===== config.mk =====
export PLATFORM = sky130hd
export DESIGN_NAME = ggs_ctrl
export DESIGN_NICKNAME = d
export VERILOG_FILES = /design/src/ggs_pkg.sv /design/src/ggs_ctrl.sv
export SDC_FILE = /design/constraint.sdc
export NUM_CORES = 1
export LEC_CHECK = 0
export ABC_AREA = 1
export BUFFER_PORTS_ARGS = -buffer_cell sky130_fd_sc_hd__buf_2
export CORE_MARGIN = 2
export CORE_UTILIZATION = 44
export DETAILED_ROUTE_END_ITERATION = 7
export GPL_ROUTABILITY_DRIVEN = 0
export GPL_TIMING_DRIVEN = 0
export PLACE_DENSITY_LB_ADDON = 0.15
export SLEW_MARGIN = 10
export SYNTH_ARGS = -nofsm -noshare
export SYNTH_HDL_FRONTEND = slang
export SYNTH_SLANG_ARGS = --single-unit

===== constraint.sdc =====
create_clock -name clock -period 3.4 [get_ports clock]
set_clock_uncertainty 0.15 [all_clocks]
set_input_delay 0.17 -clock clock [delete_from_list [all_inputs] [get_ports clock]]
set_output_delay 0.17 -clock clock [all_outputs]
set_load 0.005 [all_outputs]

===== src/ggs_pkg.sv =====
// Shared constants, types and helpers of the grid gradient stencil
`default_nettype none

package ggs_pkg;

   // default grid limits
   localparam int unsigned DefMaxWidth  = 1024;
   localparam int unsigned DefMaxHeight = 1024;

   // field widths
   localparam int unsigned SampleW  = 16;
   localparam int unsigned DiffW    = SampleW + 1;
   localparam int unsigned GainW    = 31;
   localparam int unsigned ProdW    = DiffW + GainW + 1;
   localparam int unsigned GradW    = 50;
   localparam int unsigned DimRegW  = 11;
   localparam int unsigned CsrIdxW  = 2;
   localparam int unsigned CsrDataW = 31;

   // register indexes
   localparam logic [CsrIdxW-1:0] CSR_FRAME_WIDTH  = 2'd0;
   localparam logic [CsrIdxW-1:0] CSR_FRAME_HEIGHT = 2'd1;
   localparam logic [CsrIdxW-1:0] CSR_INV_TWO_DX   = 2'd2;
   localparam logic [CsrIdxW-1:0] CSR_INV_TWO_DY   = 2'd3;

   // item commands
   localparam logic CMD_SAMPLE = 1'b0;
   localparam logic CMD_DRAIN  = 1'b1;

   // reset values of the registers
   localparam int unsigned FrameDimReset = 64;
   localparam logic [GainW-1:0] GAIN_RESET = 31'd32768;

   // difference form used along one axis
   typedef enum logic [1:0] {
      DIFF_CENTRAL,
      DIFF_FORWARD,
      DIFF_BACKWARD
   } diff_sel_type;

   // control that travels with an item into the datapath
   typedef struct packed {
      logic         emit;
      logic         last;
      diff_sel_type x_sel;
      diff_sel_type y_sel;
   } item_info_type;

   // saturate a grid dimension into [2, hi]
   function automatic int unsigned clamp_dim(input logic [DimRegW-1:0] v,
                                             input int unsigned hi);
      int unsigned val;
      val = {21'd0, v};
      if (val < 2) begin
         return 2;
      end
      if (val > hi) begin
         return hi;
      end
      return val;
   endfunction

endpackage

`default_nettype wire


===== src/ggs_ctrl.sv =====
// Registers, raster counters and per-item stencil decisions
`default_nettype none

module ggs_ctrl #(
   parameter int unsigned MAX_WIDTH  = ggs_pkg::DefMaxWidth,
   parameter int unsigned MAX_HEIGHT = ggs_pkg::DefMaxHeight
) (
   input  wire logic                          clock,
   input  wire logic                          reset,
   input  wire logic                          req_valid,
   input  wire logic                          req_command,
   output logic                               req_stall,
   input  wire logic                          csr_we,
   input  wire logic [ggs_pkg::CsrIdxW-1:0]   csr_index,
   input  wire logic [ggs_pkg::CsrDataW-1:0]  csr_wdata,
   input  wire logic                          in_ready,
   output logic                               push,
   output ggs_pkg::item_info_type             push_info,
   output logic [$clog2(MAX_WIDTH)-1:0]       push_col,
   output logic [ggs_pkg::GainW-1:0]          gain_dx,
   output logic [ggs_pkg::GainW-1:0]          gain_dy
);

   import ggs_pkg::*;

   localparam int unsigned ColW = $clog2(MAX_WIDTH);
   localparam int unsigned RowW = $clog2(MAX_HEIGHT + 1);
   localparam logic [ColW-1:0] WLastReset =
      ColW'(clamp_dim(DimRegW'(FrameDimReset), MAX_WIDTH) - 1);
   localparam logic [RowW-1:0] HReset =
      RowW'(clamp_dim(DimRegW'(FrameDimReset), MAX_HEIGHT));

   logic [ColW-1:0]  w_last_ff, w_last_in;
   logic [RowW-1:0]  h_ff, h_in;
   logic [GainW-1:0] gain_dx_ff, gain_dx_in;
   logic [GainW-1:0] gain_dy_ff, gain_dy_in;
   logic [ColW-1:0]  line_col_ff, line_col_in;
   logic [RowW-1:0]  samp_row_ff, samp_row_in;
   logic [ColW-1:0]  res_col_ff, res_col_in;
   logic [RowW-1:0]  res_row_ff, res_row_in;

   logic            accept;
   logic            is_drain;
   logic            full;
   logic            samp_act;
   logic            drain_act;
   logic            early;
   logic            emit;
   logic            last;
   logic            res_end_col;
   logic            res_end_row;
   logic            geom_write;
   logic [RowW-1:0] h_last;
   diff_sel_type    x_sel;
   diff_sel_type    y_sel;

   // item decisions
   always_comb begin
      accept      = req_valid && !req_stall;
      is_drain    = (req_command == CMD_DRAIN);
      h_last      = h_ff - RowW'(1);
      full        = (samp_row_ff == h_ff);
      samp_act    = !is_drain && !full;
      drain_act   = is_drain && full;
      early       = (samp_row_ff == '0) ||
                    ((samp_row_ff == RowW'(1)) && (line_col_ff == '0));
      emit        = drain_act || (samp_act && !early);
      res_end_col = (res_col_ff == w_last_ff);
      res_end_row = (res_row_ff == h_last);
      last        = drain_act && res_end_col && res_end_row;

      if (res_col_ff == '0) begin
         x_sel = DIFF_FORWARD;
      end else if (res_end_col) begin
         x_sel = DIFF_BACKWARD;
      end else begin
         x_sel = DIFF_CENTRAL;
      end

      if (res_row_ff == '0) begin
         y_sel = DIFF_FORWARD;
      end else if (res_end_row) begin
         y_sel = DIFF_BACKWARD;
      end else begin
         y_sel = DIFF_CENTRAL;
      end
   end

   assign req_stall       = !in_ready;
   assign push            = accept && (samp_act || drain_act);
   assign push_info.emit  = emit;
   assign push_info.last  = last;
   assign push_info.x_sel = x_sel;
   assign push_info.y_sel = y_sel;
   assign push_col        = line_col_ff;
   assign gain_dx         = gain_dx_ff;
   assign gain_dy         = gain_dy_ff;

   // register writes and counter updates
   always_comb begin
      w_last_in   = w_last_ff;
      h_in        = h_ff;
      gain_dx_in  = gain_dx_ff;
      gain_dy_in  = gain_dy_ff;
      line_col_in = line_col_ff;
      samp_row_in = samp_row_ff;
      res_col_in  = res_col_ff;
      res_row_in  = res_row_ff;
      geom_write  = 1'b0;

      if (csr_we) begin
         case (csr_index)
            CSR_FRAME_WIDTH: begin
               w_last_in  = ColW'(clamp_dim(csr_wdata[DimRegW-1:0], MAX_WIDTH) - 1);
               geom_write = 1'b1;
            end
            CSR_FRAME_HEIGHT: begin
               h_in       = RowW'(clamp_dim(csr_wdata[DimRegW-1:0], MAX_HEIGHT));
               geom_write = 1'b1;
            end
            CSR_INV_TWO_DX: begin
               gain_dx_in = csr_wdata[GainW-1:0];
            end
            CSR_INV_TWO_DY: begin
               gain_dy_in = csr_wdata[GainW-1:0];
            end
            default: begin
            end
         endcase
      end

      if (geom_write || (push && last)) begin
         // a new frame starts
         line_col_in = '0;
         samp_row_in = '0;
         res_col_in  = '0;
         res_row_in  = '0;
      end else if (push) begin
         // the line address keeps stepping through drains as well
         if (line_col_ff == w_last_ff) begin
            line_col_in = '0;
            if (samp_act) begin
               samp_row_in = samp_row_ff + RowW'(1);
            end
         end else begin
            line_col_in = line_col_ff + ColW'(1);
         end
         if (emit) begin
            if (res_end_col) begin
               res_col_in = '0;
               res_row_in = res_row_ff + RowW'(1);
            end else begin
               res_col_in = res_col_ff + ColW'(1);
            end
         end
      end
   end

   always_ff @(posedge clock) begin
      if (reset) begin
         w_last_ff   <= WLastReset;
         h_ff        <= HReset;
         gain_dx_ff  <= GAIN_RESET;
         gain_dy_ff  <= GAIN_RESET;
         line_col_ff <= '0;
         samp_row_ff <= '0;
         res_col_ff  <= '0;
         res_row_ff  <= '0;
      end else begin
         w_last_ff   <= w_last_in;
         h_ff        <= h_in;
         gain_dx_ff  <= gain_dx_in;
         gain_dy_ff  <= gain_dy_in;
         line_col_ff <= line_col_in;
         samp_row_ff <= samp_row_in;
         res_col_ff  <= res_col_in;
         res_row_ff  <= res_row_in;
      end
   end

`ifndef SYNTH
   // sample row count never passes the frame height
   a_row_in_frame: assert property (@(posedge clock) disable iff (reset)
      samp_row_ff <= h_ff)
      else $error("sample row beyond frame height");

   // line address stays inside the frame width
   a_col_in_frame: assert property (@(posedge clock) disable iff (reset)
      line_col_ff <= w_last_ff)
      else $error("line column beyond frame width");

   // results never run ahead of the samples
   a_res_behind: assert property (@(posedge clock) disable iff (reset)
      res_row_ff <= samp_row_ff)
      else $error("result position ahead of sample position");

   // the final result of a frame restarts the counters
   a_frame_restart: assert property (@(posedge clock) disable iff (reset)
      (push && last && !csr_we) |=> (samp_row_ff == '0) && (res_row_ff == '0)
         && (res_col_ff == '0))
      else $error("counters not cleared after frame end");
`endif

endmodule

`default_nettype wire


## Yosys cells after proc, flatten, opt, wreduce, memory -nomap -nowiden

Cells that the tools add are included.

- Bits in registers: 125
- Output and inout bits: 80

- $add $sub $neg: 6
- Order comparisons: 2
- Equality and inequality tests: 8
- Multiplexer cells: 28
- Reductions and logical operators: 31

Operators by type and width:

| cell | number |
|---|---|
| two-way mux 10 bit | 6 |
| two-way mux 11 bit | 3 |
| adder 11 x 1 -> 11 bit (second input constant) | 2 |
| equality test 11 bit | 2 |
| logical NOT 11 bit | 2 |
| adder 10 x 1 -> 10 bit (second input constant) | 2 |
| equality test 10 bit | 2 |
| logical NOT 10 bit | 2 |
| two-way mux 1 bit | 14 |
| equality test 11 x 1 -> 1 bit (second input constant) | 1 |
| greater-than comparator 11 bit (second input constant) | 1 |
| less-than comparator 11 x 2 -> 1 bit (second input constant) | 1 |
| subtractor 11 x 1 -> 11 bit (second input constant) | 1 |
| two-way mux 2 bit | 5 |
| AND reduction 2 bit | 5 |
| subtractor 10 x 1 -> 10 bit (second input constant) | 1 |
| logical AND 1 bit | 9 |
| AND reduction 3 bit | 2 |
| equality test 2 bit (second input constant) | 2 |
| logical NOT 1 bit | 4 |
| logical OR 1 bit | 4 |
| OR reduction 2 bit | 2 |
| equality test 2 x 1 -> 1 bit (second input constant) | 1 |
| logical NOT 2 bit | 1 |

## Longest topological paths before layout

- Depth after elaboration: 12
- Mapped depth: 16
- Mapped depth without buffers: 16

## Worst setup path before layout

OpenSTA, ideal clock, no wires.

- Path kind: flip-flop to flip-flop
- Start point: register samp_row_ff[7]
- End point: register samp_row_ff[10]
- Setup time: 0.062 ns
- Data arrival time: 2.270 ns
- Data required time: 3.188 ns
- Path slack: 0.918 ns
- Stages on the path, launching flop included: 14
- Cells stage by stage: dfxtp_1 -> clkbuf_1 -> xor2_1 -> nor4_1 -> nand3_1 -> ha_1 -> nor2_2 -> inv_1 -> nor2_1 -> clkbuf_1 -> nand3_1 -> nand2_1 -> inv_1 -> nor2_2

- Cells in the longest elaborated chain, start to end: 8
- Elaborated cells between the ends (all ways): 13

RTL lines:

| what | line | source |
|---|---|---|
| start, declared | ggs_ctrl.sv:38 | `logic [RowW-1:0] samp_row_ff, samp_row_in;` |
| start signal, assigned | ggs_ctrl.sv:175 | `samp_row_ff <= samp_row_in;` |
| equality test 11 bit | ggs_ctrl.sv:62 | `full = (samp_row_ff == h_ff);` |
| logical NOT 1 bit | ggs_ctrl.sv:63 | `samp_act = !is_drain && !full;` |
| logical AND 1 bit | ggs_ctrl.sv:63 |  |
| logical OR 1 bit | ggs_ctrl.sv:90 | `assign push = accept && (samp_act \|\| drain_act);` |
| logical AND 1 bit | ggs_ctrl.sv:90 |  |
| logical AND 1 bit | ggs_ctrl.sv:132 | `if (geom_write \|\| (push && last)) begin` |
| logical OR 1 bit | ggs_ctrl.sv:132 |  |
| OR reduction 2 bit (no source line) | - |  |

Several ways; a longest one is shown, not always the timed one.
A chain may end at the register's enable or synchronous reset.

## Final worst setup path

- Start point: register samp_row_ff[7]
- End point: output port push

- Cells in the longest elaborated chain, start to end: 5
- Elaborated cells between the ends (all ways): 6

RTL lines:

| what | line | source |
|---|---|---|
| equality test 11 bit * | ggs_ctrl.sv:62 |  |
| logical NOT 1 bit | ggs_ctrl.sv:63 |  |
| logical AND 1 bit | ggs_ctrl.sv:63 |  |
| logical OR 1 bit * | ggs_ctrl.sv:90 |  |
| logical AND 1 bit * | ggs_ctrl.sv:90 |  |
| end, declared | ggs_ctrl.sv:17 | `output logic push,` |

Every way passes the cells marked *; elsewhere a longest branch is shown, timed or not.

==> flow_metrics.tcl <==
set metrics [dict create \
    worstHoldPathType "in -> reg" \
    muxShareOfSynthArea_pct 0 \
    rows 45 \
    post-route-cell-area_um2 8490 \
    via_count_of_the_first_global_routing_pass 6231 \
    cts_tree "built" \
    route.met2.wl_mm 8.47 \
    groute.usage.overall_pct 23.6 \
    routed_wire_length_per_instance_um 13.4 \
    synth-warning-count 0 \
    htree_levels 4 \
    route.antenna.remaining_nets 0 \
    cts_num_sinks 125 \
    area_growth_pct 25.2 \
    routed-via-count 6852 \
    largest_net_degree_at_the_start_of_global_routing 17 \
    vdd_ir_drop_max_v 0.000332 \
    met1_length_mm 8.71 \
    place.detailed.instances 1335 \
    final-setup-viol-count 0 \
    ioPinCount 119 \
    final_period_minus_worst_setup_slack_ns 3.17 \
    clock_latency_ns 0.42 \
    synth_largest_type_area_fraction_pct 36.9 \
    place.port_buffers 118 \
    die_y_um 128 \
    coreArea_um2 15100 \
    worst_slew_margin_rel_pct 61.6 \
    grt_first_pass_wirelength_mm 30.8 \
    cp-start-kind "flop" \
    drt_pre_antenna_iters 5 \
    worstSetupPathType "reg -> out" \
    dpl_cell_area_um2 7600 \
    power.static_leakage_nw 4.06 \
    main_combinational_cell_family_by_area_after_synthesis "simple AND/OR/NAND/NOR gates" \
    design.die.area_um2 16400 \
    run_status "completed" \
    grt_setup_unrepaired "no" \
    hpwl_mm 13.8 \
    number_of_antenna_violations_at_the_first_check_in_global_routing 0 \
    cts_root_buffer "clkbuf_16" \
    ff2ff_setup_slack_ns 0.37 \
    critical_path.reg2reg.startpoint "samp_row_ff[7]" \
    synth_area_per_cell_um2 6.59 \
    yosys.area_share.adder_pct 2.40 \
    layoutNonFillerInstCount 1397 \
    grt.overflow.total 0 \
    final.period_utilization_pct 93.3 \
    biggest_area_contributors_in_the_synthesized_netlist "dfxtp_1, nor2_1, nand2_1" \
    initial_utilization_pct 44.8 \
    max_freq_mhz 315 \
    synth_compound_area_share_pct 9.86 \
    post-synth-top-area-cell "dfxtp_1" \
    synth-simple-area-share_pct 33.9 \
    setup_total_negative_slack_ns 0 \
    hold-worst-slack_ns 0.0697 \
    synth-xor-area-share_pct 6.46 \
    topmost_layer_with_routed_signal_wires "met4" \
    first_drt_iteration_drcs 390 \
    tightestPinTransition_ns 0.574 \
    route.detailed.vias_per_inst 4.90 \
    clk_pin_slew_ns 0.06 \
    timing.critical_path.required_ns 3.08 \
    endpoint_kind "output port" \
    share_of_synthesized_area_occupied_by_flip_flops_and_latches_pct 36.9 \
    finalNetCount 1249 \
    synth_fp_nets 1081 \
    reg2regPathDepth 13 \
    worst_r2r_endpoint "samp_row_ff[5]" \
    layout_cells_sized_above_1_pct 16.1 \
    worst_ep_arrival_time_ns 2.85 \
    synth.distinct_cells 30 \
    maxCapViolations 0 \
    critical_path.startpoint "samp_row_ff[7]" \
    clockBufferDepth 2 \
    setup.worst_path.end "push" \
    post-route-drc-count 0 \
    die_w_um 128 \
    powerDensity_nw_per_um2 432 \
    routed_wirelength_mm 18.8 \
    syn_area_um2 6780 \
    synth-seq-cells 125 \
    crit_path_max_fanout 10 \
    cts_inserted_buffers 17 \
    wl_met3_mm 1.38 \
    antenna_cells_inserted 0 \
    synthCells 1029 \
    timing_max_transition_violations_final 0 \
    final_hold_viol_count 0 \
]
layout make-up:
cell class / count / area [um^2]
fillers: 1451 / 6660
plain buffers: 48 / 258
clock inverters: 11 / 113
multi-input cells: 736 / 3570
inverters: 120 / 450
repair buffers: 149 / 901
well taps: 188 / 235
clock buffers: 20 / 457
flip-flops and latches: 125 / 2500
flip-flops by register name (all words and copies together) (netlist names):
name,count
h_ff,11
w_last_ff,10
samp_row_ff,11
res_row_ff,11
push_col,10
res_col_ff,10
gain_dx,31
gain_dy,31
cell usage in the layout (no fill, tap or decap), types with 5 or more instances in the layout:
cell type and instances:
buf_2 130, nor3_1 15, nor2_2 13, nor4_1 6
a21oi_1 36, o21ai_0 92, xor2_1 40, nand2_1 191
nand3_1 65, nand4_1 21, ha_1 13, dfxtp_1 125
nor2_1 213, buf_4 5, xnor2_1 10, clkbuf_1 25
inv_1 116, clkbuf_16 17, dlygate4sd3_1 31, nand3b_1 5
per-layer routing:
metal,GRT usage [%],vias to the layer above
li1,-,3579
met1,31.2,3051
met2,37.7,205
met3,6.68,17
met4,6.59,0
met5,0,-
worst max-delay path: stages (launching register included):
cell and delay, ns:
dfxtp_1 0.31, clkbuf_1 0.27, xor2_1 0.12, nor4_1 0.22, nand3_1 0.18, ha_1 0.35
nor2_4 0.22, buf_2 0.29, buf_2 0.31, buf_2 0.16
cells by family after synthesis:
| group | Yosys count |
|---|---|
| AND/OR/NAND/NOR | 540 |
| buffers and inverters | 168 |
| AO/OA/AOI/OAI | 133 |
| flip-flops | 125 |
| XOR/XNOR | 50 |
| adder cells (fa/ha/maj) | 13 |
report_power, final:
part           leakage, nW  switching (mW)  total, mW  internal [mW]
Clock                0.265           0.695       1.74           1.05
Sequential            1.02          0.0375       1.55           1.52
Combinational         2.78           0.217      0.369          0.152
worst min-delay path by stage:
| stage | start | end | slack, ns | depth (start not counted) |
|---|---|---|---|---|
| 6_report | csr_index[0] | w_last_ff[1] | 0.07 | 4 |
| 5_1_grt | csr_index[0] | w_last_ff[1] | 0.09 | 4 |
| 4_1_cts | csr_index[0] | w_last_ff[1] | 0.05 | 4 |
| 3_5_place_dp | csr_wdata[30] | gain_dy[30] | 0.26 | 3 |
| 3_3_place_gp | csr_wdata[15] | gain_dy[15] | 0.26 | 3 |
| 2_1_floorplan | csr_wdata[15] | gain_dx[15] | 0.15 | 2 |
synthesized netlist by cell type:
master and count:
nor2_1 213, nand2_1 191, dfxtp_1 125, inv_1 116, o21ai_0 92, nand3_1 65
xor2_1 40, a21oi_1 36, clkbuf_1 24, nand4_1 21, nor3_1 15, nor2_2 14
ha_1 13, buf_2 12, xnor2_1 10, nor4_1 6, buf_4 5, nand3b_1 5
buf_6 4, clkinv_1 4, o21ai_1 4, or2_2 3, clkbuf_2 2, nand2_4 2
nor2_4 2, buf_8 1, nand2_2 1, nand4_2 1, o211ai_1 1, or2_0 1
repair_timing:
| item | CTS | global route |
|---|---|---|
| resized for setup | 0 | 1 |
| hold buffers | 31 | 0 |
| buffers inserted | 0 | 0 |
| endpoints found under the hold margin | 68 | 0 |
| setup endpoints to repair | 0 | 1 |
metrics by stage:
stage	utilization, %	setup WS [ns]	power [mW]
4_1_cts	56.0	0.0900	3.69
3_5_place_dp	50.2	0.343	1.92
3_3_place_gp	50.2	0.349	1.92
5_1_grt	56.1	0.0282	3.81
6_report	56.1	0.227	3.66
2_1_floorplan	-	0.918	1.78
Note: power is estimated with default switching activity, not from simulation.
